[src/sv/integer_to_radix_text_unit_defines.svh]
// Assertion macros for the integer to radix text unit.
// Uses clk and rst of the including module; no other dependencies.
`ifndef INTEGER_TO_RADIX_TEXT_UNIT_DEFINES_SVH
`define INTEGER_TO_RADIX_TEXT_UNIT_DEFINES_SVH

// same-cycle implication, disabled in reset
`define ITRT_ASSERT_NOW(label, ante, cons, msg) \
  label: assert property (@(posedge clk) disable iff (rst) (ante) |-> (cons)) else $error(msg);

// next-cycle implication, disabled in reset
`define ITRT_ASSERT_NEXT(label, ante, cons, msg) \
  label: assert property (@(posedge clk) disable iff (rst) (ante) |=> (cons)) else $error(msg);

`endif

[src/sv/itrt_pkg.sv]
// Shared types and constants for the integer to radix text unit.
// No dependencies.
package itrt_pkg;

  localparam int MAX_RADIX  = 64;
  localparam int ALPHA_AW   = $clog2(MAX_RADIX);
  localparam int RADIX_W    = 7;
  localparam int CODE_W     = 8;
  localparam int VALUE_W    = 32;
  localparam int MAG_W      = VALUE_W + 1;
  localparam int REM_W      = ALPHA_AW;
  localparam int MAX_DIGITS = 33;
  localparam int DCNT_W     = $clog2(MAX_DIGITS + 1);
  localparam int BCNT_W     = $clog2(MAG_W);

  localparam logic [CODE_W-1:0] SIGN_PLUS  = 8'h2B;
  localparam logic [CODE_W-1:0] SIGN_MINUS = 8'h2D;

  typedef enum logic {
    CMD_LOAD    = 1'b0,
    CMD_CONVERT = 1'b1
  } cmd_t;

  typedef enum logic [3:0] {
    ST_IDLE,
    ST_CHK_RDI,
    ST_CHK_REF,
    ST_CHK_RD,
    ST_CHK_TST,
    ST_DIV,
    ST_PUSH,
    ST_SIGN,
    ST_EMIT_RD,
    ST_EMIT
  } state_t;

endpackage

[src/sv/itrt_if.sv]
// Item channel interfaces for the integer to radix text unit.
// Depends on itrt_pkg for field widths.
interface itrt_cmd_if;
  logic                                  valid;
  logic                                  ready;
  logic                                  command;
  logic [itrt_pkg::ALPHA_AW-1:0]         symbol_index;
  logic [itrt_pkg::CODE_W-1:0]           symbol_code;
  logic signed [itrt_pkg::VALUE_W-1:0]   value;

  modport source (output valid, command, symbol_index, symbol_code, value, input ready);
  modport sink   (input valid, command, symbol_index, symbol_code, value, output ready);
endinterface

interface itrt_txt_if;
  logic                        valid;
  logic                        ready;
  logic [itrt_pkg::CODE_W-1:0] out_char;
  logic                        last_char;

  modport source (output valid, out_char, last_char, input ready);
  modport sink   (input valid, out_char, last_char, output ready);
endinterface

[src/sv/integer_to_radix_text_unit.sv]
// A load item, or a convert item with radix outside 2..64, is finished in the idle state. Otherwise
// the alphabet check reads each entry, tests it for a sign byte and compares it with every later
// entry; then comes a bit-serial division per digit, an optional sign, and the digits are
// emitted, each one held through any output stall.
// Throughput: one item at a time; a new item is taken once the previous one has left its
// last character in the output register. Reset (rst, synchronous): radix 0, alphabet reads
// as all zero, no character pending.
// Depends on itrt_pkg, itrt_if.sv and integer_to_radix_text_unit_defines.svh.
`include "integer_to_radix_text_unit_defines.svh"

module integer_to_radix_text_unit (
  input  logic                          clk,
  input  logic                          rst,
  input  logic                          radix_we,
  input  logic [itrt_pkg::RADIX_W-1:0]  radix_wdata,
  itrt_cmd_if.sink                      cmd,
  itrt_txt_if.source                    txt
);
  import itrt_pkg::*;

  // ---------------------------------------------------------------------------
  // State
  // ---------------------------------------------------------------------------
  state_t state, state_next;

  logic [RADIX_W-1:0] radix;

  // alphabet: 64 x 8 memory, valid bit per entry so unwritten entries read as zero
  logic [CODE_W-1:0]    alpha_mem [MAX_RADIX];
  logic [MAX_RADIX-1:0] alpha_vld;
  logic [CODE_W-1:0]    rd_data;
  logic                 rd_vld;
  logic [ALPHA_AW-1:0]  rd_addr;

  // pairwise duplicate check: entry idx is held in ref_sym while jdx walks the rest
  logic [CODE_W-1:0]   ref_sym;
  logic [RADIX_W-1:0]  idx;     // outer sweep position
  logic [RADIX_W-1:0]  jdx;     // inner sweep position, above idx while pairs are compared

  // conversion datapath
  logic                neg;
  logic [MAG_W-1:0]    mag;     // dividend, becomes the quotient bit by bit
  logic [REM_W-1:0]    rem;     // partial remainder, always below radix
  logic [BCNT_W-1:0]   bcnt;    // bit position within one division

  // digit stack: digits are produced least significant first and popped from the top
  logic [REM_W-1:0]    stk [MAX_DIGITS];
  logic [DCNT_W-1:0]   dcnt;

  // output register
  logic                ovalid;
  logic [CODE_W-1:0]   ochar;
  logic                olast;

  // ---------------------------------------------------------------------------
  // Derived values
  // ---------------------------------------------------------------------------
  logic               cmd_acc;
  logic               conv_start;
  logic               radix_ok;
  logic [CODE_W-1:0]  sym;
  logic               sym_sign;
  logic               pair_same;
  logic               i_end;
  logic               j_end;
  logic               slot_free;
  logic [REM_W:0]     r2;
  logic [REM_W:0]     radix_ext;
  logic [REM_W:0]     r2_diff;
  logic               q_bit;

  // control from the output decoder
  logic cmd_rdy;
  logic ref_load;
  logic j_step;
  logic i_step;
  logic div_step;
  logic push;
  logic pop;
  logic out_load;
  logic out_sign;

  assign cmd_acc    = cmd.valid && cmd_rdy;
  assign conv_start = cmd_acc && (cmd.command == CMD_CONVERT);
  assign radix_ok   = (radix >= RADIX_W'(2)) && (radix <= RADIX_W'(MAX_RADIX));

  // an entry never written reads as zero, which is an ordinary symbol
  assign sym       = rd_vld ? rd_data : '0;
  assign sym_sign  = (sym == SIGN_PLUS) || (sym == SIGN_MINUS);
  assign pair_same = (sym == ref_sym);
  assign i_end     = (idx == radix - RADIX_W'(1));
  assign j_end     = (jdx == radix - RADIX_W'(1));

  assign slot_free = !ovalid || txt.ready;

  // restoring division, one dividend bit per cycle
  assign r2        = {rem, mag[MAG_W-1]};
  assign radix_ext = (REM_W+1)'(radix);
  assign q_bit     = (r2 >= radix_ext);
  assign r2_diff   = r2 - radix_ext;

  // ---------------------------------------------------------------------------
  // Next state
  // ---------------------------------------------------------------------------
  always_comb begin
    state_next = state;
    unique case (state)
      ST_IDLE: begin
        if (conv_start) begin
          state_next = radix_ok ? ST_CHK_RDI : ST_IDLE;
        end
      end
      ST_CHK_RDI: begin
        state_next = ST_CHK_REF;
      end
      ST_CHK_REF: begin
        priority if (sym_sign) begin
          state_next = ST_IDLE;
        end else if (i_end) begin
          state_next = ST_DIV;
        end else begin
          state_next = ST_CHK_RD;
        end
      end
      ST_CHK_RD: begin
        state_next = ST_CHK_TST;
      end
      ST_CHK_TST: begin
        priority if (pair_same) begin
          state_next = ST_IDLE;
        end else if (j_end) begin
          state_next = ST_CHK_RDI;
        end else begin
          state_next = ST_CHK_RD;
        end
      end
      ST_DIV: begin
        if (bcnt == BCNT_W'(MAG_W - 1)) begin
          state_next = ST_PUSH;
        end
      end
      ST_PUSH: begin
        priority if (mag != '0) begin
          state_next = ST_DIV;
        end else if (neg) begin
          state_next = ST_SIGN;
        end else begin
          state_next = ST_EMIT_RD;
        end
      end
      ST_SIGN: begin
        if (slot_free) begin
          state_next = ST_EMIT_RD;
        end
      end
      ST_EMIT_RD: begin
        state_next = ST_EMIT;
      end
      ST_EMIT: begin
        if (slot_free) begin
          state_next = (dcnt == DCNT_W'(1)) ? ST_IDLE : ST_EMIT_RD;
        end
      end
      default: state_next = ST_IDLE;
    endcase
  end

  // ---------------------------------------------------------------------------
  // Output decoder
  // ---------------------------------------------------------------------------
  always_comb begin
    cmd_rdy  = 1'b0;
    rd_addr  = '0;
    ref_load = 1'b0;
    j_step   = 1'b0;
    i_step   = 1'b0;
    div_step = 1'b0;
    push     = 1'b0;
    pop      = 1'b0;
    out_load = 1'b0;
    out_sign = 1'b0;
    unique case (state)
      ST_IDLE:    cmd_rdy  = 1'b1;
      ST_CHK_RDI: rd_addr  = idx[ALPHA_AW-1:0];
      ST_CHK_REF: ref_load = 1'b1;
      ST_CHK_RD:  rd_addr  = jdx[ALPHA_AW-1:0];
      ST_CHK_TST: begin
        j_step = !pair_same && !j_end;
        i_step = !pair_same && j_end;
      end
      ST_DIV:     div_step = 1'b1;
      ST_PUSH:    push     = 1'b1;
      ST_SIGN: begin
        out_load = slot_free;
        out_sign = 1'b1;
      end
      ST_EMIT_RD: rd_addr = stk[0];
      ST_EMIT: begin
        // keep reading the same entry so the symbol holds through an output stall
        rd_addr  = stk[0];
        out_load = slot_free;
        pop      = slot_free;
      end
      default: cmd_rdy = 1'b0;
    endcase
  end

  assign cmd.ready     = cmd_rdy;
  assign txt.valid     = ovalid;
  assign txt.out_char  = ochar;
  assign txt.last_char = olast;

  // ---------------------------------------------------------------------------
  // Control registers
  // ---------------------------------------------------------------------------
  always_ff @(posedge clk) begin
    if (rst) begin
      state     <= ST_IDLE;
      radix     <= '0;
      alpha_vld <= '0;
      dcnt      <= '0;
      ovalid    <= 1'b0;
    end else begin
      state <= state_next;

      if (radix_we) begin
        radix <= radix_wdata;
      end

      if (cmd_acc && (cmd.command == CMD_LOAD) &&
          ({1'b0, cmd.symbol_index} < (ALPHA_AW+1)'(MAX_RADIX))) begin
        alpha_vld[cmd.symbol_index] <= 1'b1;
      end

      priority if (conv_start) begin
        dcnt <= '0;
      end else if (push) begin
        dcnt <= dcnt + DCNT_W'(1);
      end else if (pop) begin
        dcnt <= dcnt - DCNT_W'(1);
      end

      if (out_load) begin
        ovalid <= 1'b1;
      end else if (txt.ready) begin
        ovalid <= 1'b0;
      end
    end
  end

  // ---------------------------------------------------------------------------
  // Alphabet memory: one write port, one registered read port
  // ---------------------------------------------------------------------------
  always_ff @(posedge clk) begin
    if (cmd_acc && (cmd.command == CMD_LOAD) &&
        ({1'b0, cmd.symbol_index} < (ALPHA_AW+1)'(MAX_RADIX))) begin
      alpha_mem[cmd.symbol_index] <= cmd.symbol_code;
    end
    rd_data <= alpha_mem[rd_addr];
  end

  // read valid bit alongside the data, cleared by reset
  always_ff @(posedge clk) begin
    if (rst) begin
      rd_vld <= 1'b0;
    end else begin
      rd_vld <= alpha_vld[rd_addr];
    end
  end

  // ---------------------------------------------------------------------------
  // Datapath registers
  // ---------------------------------------------------------------------------
  always_ff @(posedge clk) begin
    if (conv_start) begin
      neg  <= cmd.value[VALUE_W-1];
      // 33-bit magnitude keeps the most negative value exact
      mag  <= cmd.value[VALUE_W-1] ? (MAG_W'(0) - {cmd.value[VALUE_W-1], cmd.value})
                                   : {1'b0, cmd.value};
      rem  <= '0;
      bcnt <= '0;
      idx  <= '0;
    end else begin
      if (ref_load) begin
        ref_sym <= sym;
        jdx     <= idx + RADIX_W'(1);
      end
      if (j_step) begin
        jdx <= jdx + RADIX_W'(1);
      end
      if (i_step) begin
        idx <= idx + RADIX_W'(1);
      end
      if (div_step) begin
        rem  <= q_bit ? r2_diff[REM_W-1:0] : r2[REM_W-1:0];
        mag  <= {mag[MAG_W-2:0], q_bit};
        bcnt <= bcnt + BCNT_W'(1);
      end
      if (push) begin
        rem  <= '0;
        bcnt <= '0;
      end
    end

    if (push) begin
      stk[0] <= rem;
      for (int k = 1; k < MAX_DIGITS; k++) begin
        stk[k] <= stk[k-1];
      end
    end else if (pop) begin
      for (int k = 0; k < MAX_DIGITS - 1; k++) begin
        stk[k] <= stk[k+1];
      end
    end

    if (out_load) begin
      ochar <= out_sign ? SIGN_MINUS : sym;
      olast <= !out_sign && (dcnt == DCNT_W'(1));
    end
  end

  // ---------------------------------------------------------------------------
  // Assertions
  // ---------------------------------------------------------------------------
  `ITRT_ASSERT_NOW(a_chk_radix_range, (state == ST_CHK_RD),
                   (radix >= RADIX_W'(2)) && (radix <= RADIX_W'(MAX_RADIX)),
                   "alphabet check running with radix out of range")
  `ITRT_ASSERT_NOW(a_rem_below_radix, (state == ST_DIV), ({1'b0, rem} < radix_ext),
                   "partial remainder not below radix")
  `ITRT_ASSERT_NOW(a_stack_bound, (push), (dcnt < DCNT_W'(MAX_DIGITS)),
                   "digit stack overflow")
  `ITRT_ASSERT_NEXT(a_last_empties, (out_load && !out_sign && (dcnt == DCNT_W'(1))),
                    (dcnt == '0) && txt.last_char,
                    "last character emitted with digits left on the stack")

endmodule

[src/flat_wrapper.sv]
// flat-port wrapper written by rule: the top's interface ports become plain ports
module integer_to_radix_text_unit_flat import itrt_pkg::*;
  (clk, rst, radix_we, radix_wdata, cmd_valid, cmd_command, cmd_symbol_index, cmd_symbol_code, cmd_value, cmd_ready, txt_valid, txt_out_char, txt_last_char, txt_ready);
  itrt_cmd_if cmd_i ();
  itrt_txt_if txt_i ();
  input  logic clk;
  input  logic rst;
  input  logic radix_we;
  input  logic [itrt_pkg::RADIX_W-1:0] radix_wdata;
  input wire logic [$bits(cmd_i.valid)-1:0] cmd_valid;
  input wire logic [$bits(cmd_i.command)-1:0] cmd_command;
  input wire logic [$bits(cmd_i.symbol_index)-1:0] cmd_symbol_index;
  input wire logic [$bits(cmd_i.symbol_code)-1:0] cmd_symbol_code;
  input wire logic [$bits(cmd_i.value)-1:0] cmd_value;
  output wire logic [$bits(cmd_i.ready)-1:0] cmd_ready;
  output wire logic [$bits(txt_i.valid)-1:0] txt_valid;
  output wire logic [$bits(txt_i.out_char)-1:0] txt_out_char;
  output wire logic [$bits(txt_i.last_char)-1:0] txt_last_char;
  input wire logic [$bits(txt_i.ready)-1:0] txt_ready;
  assign cmd_i.valid = cmd_valid;
  assign cmd_i.command = cmd_command;
  assign cmd_i.symbol_index = cmd_symbol_index;
  assign cmd_i.symbol_code = cmd_symbol_code;
  assign cmd_i.value = cmd_value;
  assign cmd_ready = cmd_i.ready;
  assign txt_valid = txt_i.valid;
  assign txt_out_char = txt_i.out_char;
  assign txt_last_char = txt_i.last_char;
  assign txt_i.ready = txt_ready;
  integer_to_radix_text_unit u_core (.clk(clk), .rst(rst), .radix_we(radix_we), .radix_wdata(radix_wdata), .cmd(cmd_i), .txt(txt_i));
endmodule
[config.mk]
export PLATFORM = sky130hd
export DESIGN_NAME = integer_to_radix_text_unit_flat
export DESIGN_NICKNAME = d
export VERILOG_FILES = /design/src/sv/itrt_pkg.sv /design/src/sv/itrt_if.sv /design/src/sv/integer_to_radix_text_unit.sv /design/src/flat_wrapper.sv
export VERILOG_INCLUDE_DIRS = /design/src /design/src/sv
export SDC_FILE = /design/constraint.sdc
export NUM_CORES = 1
export LEC_CHECK = 0
export BUFFER_PORTS_ARGS = -buffer_cell sky130_fd_sc_hd__buf_4
export CAP_MARGIN = 20
export CORE_MARGIN = 1
export CORE_UTILIZATION = 30
export DETAILED_ROUTE_END_ITERATION = 8
export GPL_TIMING_DRIVEN = 0
export PLACE_DENSITY = 0.42
export SLEW_MARGIN = 0
export SYNTH_ARGS = -nofsm -noshare
export SYNTH_HDL_FRONTEND = slang
export SYNTH_SLANG_ARGS = --single-unit
[constraint.sdc]
create_clock -name clk -period 13.4 [get_ports clk]
set_input_delay 1.34 -clock clk [delete_from_list [all_inputs] [get_ports clk]]
set_output_delay 1.34 -clock clk [all_outputs]
set_load 0.01 [all_outputs]
==> results_tabular.tex, run 1 <==
\begin{tabular}{lr}
\hline
Metric & Value \\
\hline
\multicolumn{2}{l}{\textbf{Run status}} \\
Run status & completed \\
\multicolumn{2}{l}{\textbf{Global routing}} \\
Grt ovf & 0 \\
Antenna violations before repair & 3 \\
Global-route total usage across every layer & between 10\% and 20\% \\
Number of global-route vias before repair & 25,255 \\
Largest net degree at the start of global routing & 65 \\
Wire length of the first global-routing pass & 174 mm \\
\multicolumn{2}{l}{\textbf{Min path}} \\
Type of the tightest min-delay check & reg -> reg \\
\multicolumn{2}{l}{\textbf{Clocking}} \\
Num CTS Buffers & 101 \\
Maximum buffer depth of the clock tree & 3 \\
Maximum level of the CTS H-tree & 3 \\
Clock root buffer & sky130\_fd\_sc\_hd\_\_clkbuf\_16 \\
Clock tree from TritonCTS & built \\
Count of instances resized after the clock tree is built & 0 \\
\# hold bufs at CTS & 0 \\
Number of setup buffers added after CTS & 0 \\
Clk slew on worst S/H paths & 0.06 ns \\
Clk sink count & 878 \\
Worst skew pair latency & 0.73 ns \\
\multicolumn{2}{l}{\textbf{Synthesis}} \\
Area share of the largest cell type after synthesis & just over 60\% \\
Post-synthesis share of cell area spent on full adders, half adders and majority gates & 0.627\% \\
List of most frequent post-synthesis cells & 1,178 x sky130\_fd\_sc\_hd\_\_nand2\_1, 768 x sky130\_fd\_sc\_hd\_\_edfxtp\_1, 235 x sky130\_fd\_sc\_hd\_\_nand3\_1, 223 x sky130\_fd\_sc\_hd\_\_nor2\_1, 164 x sky130\_fd\_sc\_hd\_\_clkbuf\_1 \\
Post-synthesis async set-or-reset flop share & 0\% \\
Unique cell type count in the Yosys netlist & between 60 and 70 \\
Area fraction in and, or, nand and nor cells after synthesis & 20.4\% \\
Number of synthesized flops with an enable pin & 768 \\
Gate count after technology mapping & 3,365 \\
Post-synthesis compound-gate area fraction & 6.14\% \\
Top cells by area, synth & sky130\_fd\_sc\_hd\_\_edfxtp\_1 62\%, sky130\_fd\_sc\_hd\_\_nand2\_1 12\%, sky130\_fd\_sc\_hd\_\_dfxtp\_1 5.9\% \\
Register area share after synthesis & 68.1\% \\
Dominant synthesized flop cell & sky130\_fd\_sc\_hd\_\_edfxtp\_1 \\
Combinational family with the most area after synthesis & simple AND/OR/NAND/NOR gates \\
Post-synthesis cell area & 0.0371 mm\^{}2 \\
Register bit total from synthesis & 878 \\
Average instance area after synthesis & 11.0 um\^{}2 \\
Synthesis warning total & 0 \\
Mux contribution to synthesized area & less than 1\% \\
Net count of the mapped netlist & 3,442 \\
Most numerous cell in the Yosys netlist & sky130\_fd\_sc\_hd\_\_nand2\_1 \\
Xor/xnor share of the synthesized area & under 10\% \\
Library cell occupying the most area in the post-synthesis netlist & sky130\_fd\_sc\_hd\_\_edfxtp\_1 \\
\multicolumn{2}{l}{\textbf{Die}} \\
Horizontal die dimension & 354 um \\
Effective utilization at floorplan & a little under a third \\
Die area & 0.125 mm\^{}2 \\
Number of rows in the core area & 128 \\
Die outline height & 354 um \\
Io pins & 70 \\
Core outline area & 0.122 mm\^{}2 \\
\multicolumn{2}{l}{\textbf{Route}} \\
Initial drt markers & 2,660 \\
Via-to-Cell Ratio & 4.96 \\
Antenna-violating nets left & 0 \\
Post-detailed-route wirelength per cell & between 20 and 25 um \\
Total number of vias & 26,130 \\
Post-detailed-routing wire length & 121 mm \\
Drt drc & 0 \\
DR pass1 iterations & 5 \\
\multicolumn{2}{l}{\textbf{Power and ir drop}} \\
Worst ir drop on vdd & 0.0000931 V \\
Overall power after layout & 5990 uW \\
P per Cell Area & $\sim$140 mW/mm\^{}2 \\
Leak pwr & between 0.015 and 0.02 uW \\
\multicolumn{2}{l}{\textbf{Timing}} \\
Worst slew margin & 20.6\% \\
Timing-limited maximum frequency & 181 MHz \\
Final-layout setup total negative slack & 0 ns \\
RSZ-0062 raised after global routing & no \\
Minimum period implied by the final worst setup slack & approximately 5.5 ns \\
Skew final & about 0.03 ns \\
Number of hold-slack violations in the final timing report & 0 \\
Transition time at the pin with the least slew margin & 1.19 ns \\
Final Cycle Share & 41.1\% \\
Number of pins with negative max-slew slack in the final report & 0 \\
Final setup violation count & 0 \\
\multicolumn{2}{l}{\textbf{Layout}} \\
Post-Layout Inst Area & 0.0433 mm\^{}2 \\
Share of cells above drive strength 1 & 7.75\% \\
Net count reported at finish & between 3,000 and 4,000 \\
Area overhead of the layout relative to synthesis & 16.7\% \\
Number of inserted filler cells in the final layout & 12,266 \\
\multicolumn{2}{l}{\textbf{Placed design}} \\
Cell Area, Placed & 0.0398 mm\^{}2 \\
HPWL after detailed placement & around 80 mm \\
Port Buffers & 64 \\
RePlAce Congestion & 0.879 \\
\multicolumn{2}{l}{\textbf{Setup path}} \\
Kind of end point of the critical path & flop \\
Sort of element at the start of the critical path & flop \\
CP max FO & 10 \\
Required arrival time at the worst endpoint & 14.01 ns \\
Crit path arrival time & 6.12 ns \\
Path type of the worst setup path & reg -> reg \\
\multicolumn{2}{l}{\textbf{Flow run}} \\
Number of max-cap violations & 0 \\
\hline
\end{tabular}
## metal layers
metal | vias to the layer above | track usage (%) | wire length (um)
li1 | 12218 | - | -
met1 | 12930 | 26.3 | 54200
met2 | 828 | 30.1 | 55600
met3 | 154 | 3.88 | 8070
met4 | 0 | 5.63 | 3070
met5 | - | 0 | 0
## power by group
part	switching, uW	internal (uW)
Sequential	7.77	2980
Combinational	110	45.3
Clock	1180	1670
Total	1290	4690
## final timing paths
path,start,endpoint,slack [ns],cells past startpoint
max,u_core.state[1],u_core.rd_data[2],7.89,13
min,u_core.stk[0][188],u_core.stk[1][2],0.45,0
max reg2reg,u_core.state[1],u_core.rd_data[2],7.89,13
min reg2reg,u_core.stk[0][188],u_core.stk[1][2],0.45,0
## layout by cell type, fill, tap and decap left out, drive strengths merged, types with 17 or more instances in the layout
| master | Yosys | final |
|---|---|---|
| nand2 | 1178 | 1178 |
| edfxtp | 768 | 768 |
| clkbuf | 164 | 296 |
| nand3 | 236 | 236 |
| nor2 | 223 | 223 |
| buf | 34 | 117 |
| dfxtp | 110 | 110 |
| o21ai | 80 | 80 |
| a21oi | 55 | 55 |
| a31oi | 54 | 54 |
| xor2 | 47 | 47 |
| clkinv | 0 | 46 |
| a211oi | 33 | 33 |
| xnor2 | 32 | 32 |
| a311oi | 31 | 31 |
| and2 | 31 | 31 |
| inv | 26 | 29 |
| and3 | 28 | 28 |
| mux2i | 18 | 18 |
| nor3 | 18 | 18 |
| nand4 | 17 | 17 |
| ha | 17 | 17 |
| nor4 | 17 | 17 |
## cells by family (layout without fill, tap and decap cells)
kind of cell | Yosys count | count (layout)
adders and majority gates | 18 | 18
buffers and inverters | 224 | 499
xor gates and xnor gates | 79 | 79
AOI/OAI and AO/OA | 340 | 340
other | 0 | 2
muxes | 22 | 22
DFF | 878 | 878
and+or+nand+nor | 1804 | 1804
## per-stage QoR
step / hold WS (ns) / setup WS (ns) / cells / utilization, %
floorplan: 0.426 / 7.08 / 3365 / -
global route: 0.472 / 7.73 / 5265 / 35.4
CTS: 0.450 / 8.04 / 5258 / 35.4
finish: 0.450 / 7.89 / 5267 / 35.4
detailed placement: 0.435 / 8.05 / 5066 / 32.6
global placement: 0.433 / 4.04 / 5054 / 32.4
## critical path, stage by stage (launching register included)
cell	delay, ns
sky130_fd_sc_hd__dfxtp_1	0.29
sky130_fd_sc_hd__buf_2	0.16
sky130_fd_sc_hd__nor4b_1	0.66
sky130_fd_sc_hd__clkbuf_1	0.42
sky130_fd_sc_hd__nand2_1	0.10
sky130_fd_sc_hd__nand2_1	0.32
sky130_fd_sc_hd__clkbuf_1	0.68
sky130_fd_sc_hd__clkbuf_1	0.73
sky130_fd_sc_hd__nand2_1	0.11
sky130_fd_sc_hd__a311oi_1	0.69
sky130_fd_sc_hd__a31oi_1	0.06
sky130_fd_sc_hd__o21ai_0	0.57
sky130_fd_sc_hd__nand2_1	0.32
sky130_fd_sc_hd__nor2_1	0.30
## registers in the layout, summed over array words and instances (netlist names)
signal and count:
u_core.radix 7, u_core.ref_sym 8, u_core.bcnt 6, u_core.alpha_mem 512, u_core.txt.last_char 1, u_core.jdx 7
u_core.state 4, u_core.txt.out_char 8, u_core.idx 7, u_core.stk 198, u_core.rd_data 8, u_core.neg 1
u_core.dcnt 6, u_core.txt.valid 1, u_core.rem 6, u_core.mag 33, u_core.alpha_vld 64, u_core.rd_vld 1
## area by class of cell
cell class,count,area [um^2],share of cell area (%)
multi-input combinational,2263,11000,25.5
clock inverter,60,629,1.45
antenna,2,5.00,0.0116
inverter,26,97.6,0.225
clock buffer,132,2770,6.39
timing repair buffer,83,728,1.68
tap,1625,2030,4.70
buffer,198,751,1.73
sequential,878,25300,58.4
Power figures use the tool's default switching activity.
==> run 2, diff against run 1 <==
==> constraint.sdc (replaced) <==
create_clock -name clk -period 5.28 [get_ports clk]
set_input_delay 0.528 -clock clk [delete_from_list [all_inputs] [get_ports clk]]
set_output_delay 0.528 -clock clk [all_outputs]
set_load 0.01 [all_outputs]
==> run 2 against run 1 <==
Effect of this change:
- final cell count about the same
- non-clock buffer count unchanged
- combinational power rose to 2.5 times the previous value
- count of clock-buffer cells in the layout up 5
- utilization down 0.16 points
- flip-flop and latch count unchanged
- maximum frequency up 7.9%
- critical path depth up 1
- sequential share of layout area up 0.26 points
- clock power up 140%
- setup slack worse by 7.7 ns
- register-to-register slack worse by 7.7 ns
- largest cell class unchanged
- largest power group unchanged
==> results_tabular.tex, run 2 (synthesized netlist as in run 1, its figures left out) <==
\begin{tabular}{lr}
\hline
Metric & Value \\
\hline
\multicolumn{2}{l}{\textbf{Run status}} \\
Run status & completed \\
\multicolumn{2}{l}{\textbf{Timing}} \\
Timing-limited maximum frequency & 196 MHz (+7.9\%) \\
Final Cycle Share & 96.7\% (+56 points) \\
RSZ-0062 raised after global routing & no \\
Worst slew margin & 22.3\% (+1.7 points) \\
Number of pins with negative max-slew slack in the final report & 0 (unchanged) \\
Number of hold-slack violations in the final timing report & 0 (unchanged) \\
Minimum period implied by the final worst setup slack & 5.10 ns (-0.406 ns) \\
Worst hold slack & 0.0880 ns (-0.362 ns) \\
Skew final & 0.0335 ns (+0.00358 ns) \\
Final setup violation count & 0 (unchanged) \\
Transition time at the pin with the least slew margin & 1.16 ns (-0.0254 ns) \\
\multicolumn{2}{l}{\textbf{Route}} \\
Post-detailed-route wirelength per cell & 22.9 um (-0.52\%) \\
Post-detailed-routing wire length & 120 mm (-0.59\%) \\
DR pass1 iterations & 6 (+1) \\
Initial drt markers & 2,435 (-8.5\%) \\
Drt drc & 0 (unchanged) \\
Total number of vias & 26,031 (-0.38\%) \\
Via-to-Cell Ratio & 4.95 (-0.30\%) \\
Antenna-violating nets left & 0 (unchanged) \\
\multicolumn{2}{l}{\textbf{Global routing}} \\
Number of global-route vias before repair & 25,045 (-0.83\%) \\
M3 GR Usage & 3.10\% (-0.78 points) \\
Largest net degree at the start of global routing & 106 (+63\%) \\
Grt ovf & 0 (unchanged) \\
Met1 track demand over resource & 27.3\% (+0.99 points) \\
Most heavily used metal layer in global routing & met2 \\
GR met2 Demand/Resource & 29.1\% (-1.0 points) \\
Wire length of the first global-routing pass & 175 mm (+0.25\%) \\
Antenna violations before repair & 6 (+3) \\
Global-route total usage across every layer & 18.9\% (-0.12 points) \\
\multicolumn{2}{l}{\textbf{Setup path}} \\
Source of the worst register-to-register timing path & u\_core.state[1] \\
Path type of the worst setup path & reg -> reg \\
Sort of element at the start of the critical path & flop \\
Required arrival time at the worst endpoint & 5.85 ns (-8.16 ns) \\
Beginning of the critical path & u\_core.state[1] \\
Crit path arrival time & 5.68 ns (-0.44 ns) \\
Kind of end point of the critical path & flop \\
CP max FO & 10 (unchanged) \\
\multicolumn{2}{l}{\textbf{Layout}} \\
Commonest cells after routing, fill and taps aside & 1,176 x sky130\_fd\_sc\_hd\_\_nand2\_1, 768 x sky130\_fd\_sc\_hd\_\_edfxtp\_1, 235 x sky130\_fd\_sc\_hd\_\_nand3\_1 \\
Number of flip-flops in the largest register & 512 (unchanged) \\
Most common library cell in the layout ignoring fill and taps & sky130\_fd\_sc\_hd\_\_nand2\_1 \\
Registers with the highest flip-flop counts & u\_core.alpha\_mem: 512 flops, u\_core.stk: 198 flops, u\_core.alpha\_vld: 64 flops \\
Share of cells above drive strength 1 & 7.48\% (-0.27 points) \\
Non-Filler Instances & 5,263 (-0.076\%) \\
Area overhead of the layout relative to synthesis & 16.1\% \\
Register with the highest flop count & u\_core.alpha\_mem \\
Net count reported at finish & 3,630 (+0.055\%) \\
\multicolumn{2}{l}{\textbf{Power and ir drop}} \\
Leak pwr & 0.0152 uW (-0.60\%) \\
Worst ir drop on vdd & 0.000232 V (+150\%) \\
Overall power after layout & 14,900 uW (+150\%) \\
P per Cell Area & 345 mW/mm\^{}2 (+150\%) \\
\multicolumn{2}{l}{\textbf{Flow run}} \\
Number of max-cap violations & 0 (unchanged) \\
\multicolumn{2}{l}{\textbf{Die}} \\
Die outline height & 354 um (unchanged) \\
Number of rows in the core area & 128 (unchanged) \\
Io pins & 70 (unchanged) \\
Horizontal die dimension & 354 um (unchanged) \\
Die area & 0.125 mm\^{}2 (unchanged) \\
Core outline area & 0.122 mm\^{}2 (unchanged) \\
Effective utilization at floorplan & 30.4\% (unchanged) \\
\multicolumn{2}{l}{\textbf{Clocking}} \\
Clk sink count & 878 (unchanged) \\
Worst skew pair latency & 0.70 ns (-0.03 ns) \\
Clock root buffer & sky130\_fd\_sc\_hd\_\_clkbuf\_16 \\
Num CTS Buffers & 103 (+2.0\%) \\
Maximum level of the CTS H-tree & 3 (unchanged) \\
\# hold bufs at CTS & 0 (unchanged) \\
Clock tree from TritonCTS & built \\
Clk slew on worst S/H paths & 0.06 ns (about the same) \\
Maximum buffer depth of the clock tree & 3 (unchanged) \\
Number of setup buffers added after CTS & 0 (unchanged) \\
\multicolumn{2}{l}{\textbf{Min path}} \\
Min-Delay Startpoint & radix\_wdata[4] \\
Type of the tightest min-delay check & in -> reg \\
\multicolumn{2}{l}{\textbf{Placed design}} \\
HPWL after detailed placement & 81.2 mm (-0.95\%) \\
Port Buffers & 64 (unchanged) \\
RePlAce Congestion & 0.881 (+0.16\%) \\
Number of placed cells counting well taps & 5,065 (-0.020\%) \\
\hline
\end{tabular}
run 2: through the flow:
| step | utilization (%) | setup slack [ns] | area, um^2 | setup TNS, ns |
|---|---|---|---|---|
| global route | 35.3 | 0.000918 | 43100 | 0 |
| floorplan | - | 1.35 | 37100 | 0 |
| CTS | 35.2 | 0.0741 | 43000 | 0 |
| finish | 35.3 | 0.176 | 43100 | 0 |
| global placement | 32.4 | -0.635 | 39600 | -119.45 |
| detailed placement | 32.6 | -0.0773 | 39800 | -0.0773 |
run 2: where the power goes:
part           total, uW  switching [uW]  internal, uW
logic                392             277           115
registers           7580            19.5          7560
clock network       6890            2900          3990
total              14900            3190         11700
run 2: path summary, 6_finish.rpt:
path | to | slack, ns | cells after the start
worst max-delay path | u_core.rd_data[4] | 0.18 | 14
worst min-delay path | u_core.radix[4] | 0.09 | 3
worst max register to register | u_core.rd_data[4] | 0.18 | 14
worst min register to register | u_core.stk[1][1] | 0.45 | 0
run 2: what timing repair did:
action,CTS,global route
resized for setup,2,23
setup endpoints to repair,2,5
pin swaps,0,0
run 2: area by class of cell:
type / instances / area (um^2)
Inverter: 26 / 97.6
Multi-Input combinational cell: 2263 / 11000
Tap cell: 1625 / 2030
Buffer: 198 / 769
Clock inverter: 51 / 412
Antenna cell: 2 / 5.00
Clock buffer: 137 / 2800
Fill cell: 12320 / 79100
Sequential cell: 878 / 25300
Timing Repair Buffer: 83 / 689
run 2: routing by layer:
metal / up-vias / routed length, um
li1: 12232 / -
met5: - / 0
met2: 762 / 53400
met1: 12863 / 55900
met4: 0 / 3480
met3: 174 / 7510
run 2: critical path, stage by stage, from the launching register on:
cell and delay (ns):
sky130_fd_sc_hd__dfxtp_1 0.29, sky130_fd_sc_hd__buf_2 0.16, sky130_fd_sc_hd__nor4b_1 0.69, sky130_fd_sc_hd__clkbuf_1 0.44
sky130_fd_sc_hd__nand2_1 0.10, sky130_fd_sc_hd__nand2_1 0.33, sky130_fd_sc_hd__buf_2 0.39, sky130_fd_sc_hd__buf_2 0.41
sky130_fd_sc_hd__buf_1 0.72, sky130_fd_sc_hd__nand2_1 0.12, sky130_fd_sc_hd__nand3_1 0.12, sky130_fd_sc_hd__a31oi_1 0.10
sky130_fd_sc_hd__o21ai_0 0.54, sky130_fd_sc_hd__nand2_1 0.30, sky130_fd_sc_hd__nor2_1 0.27
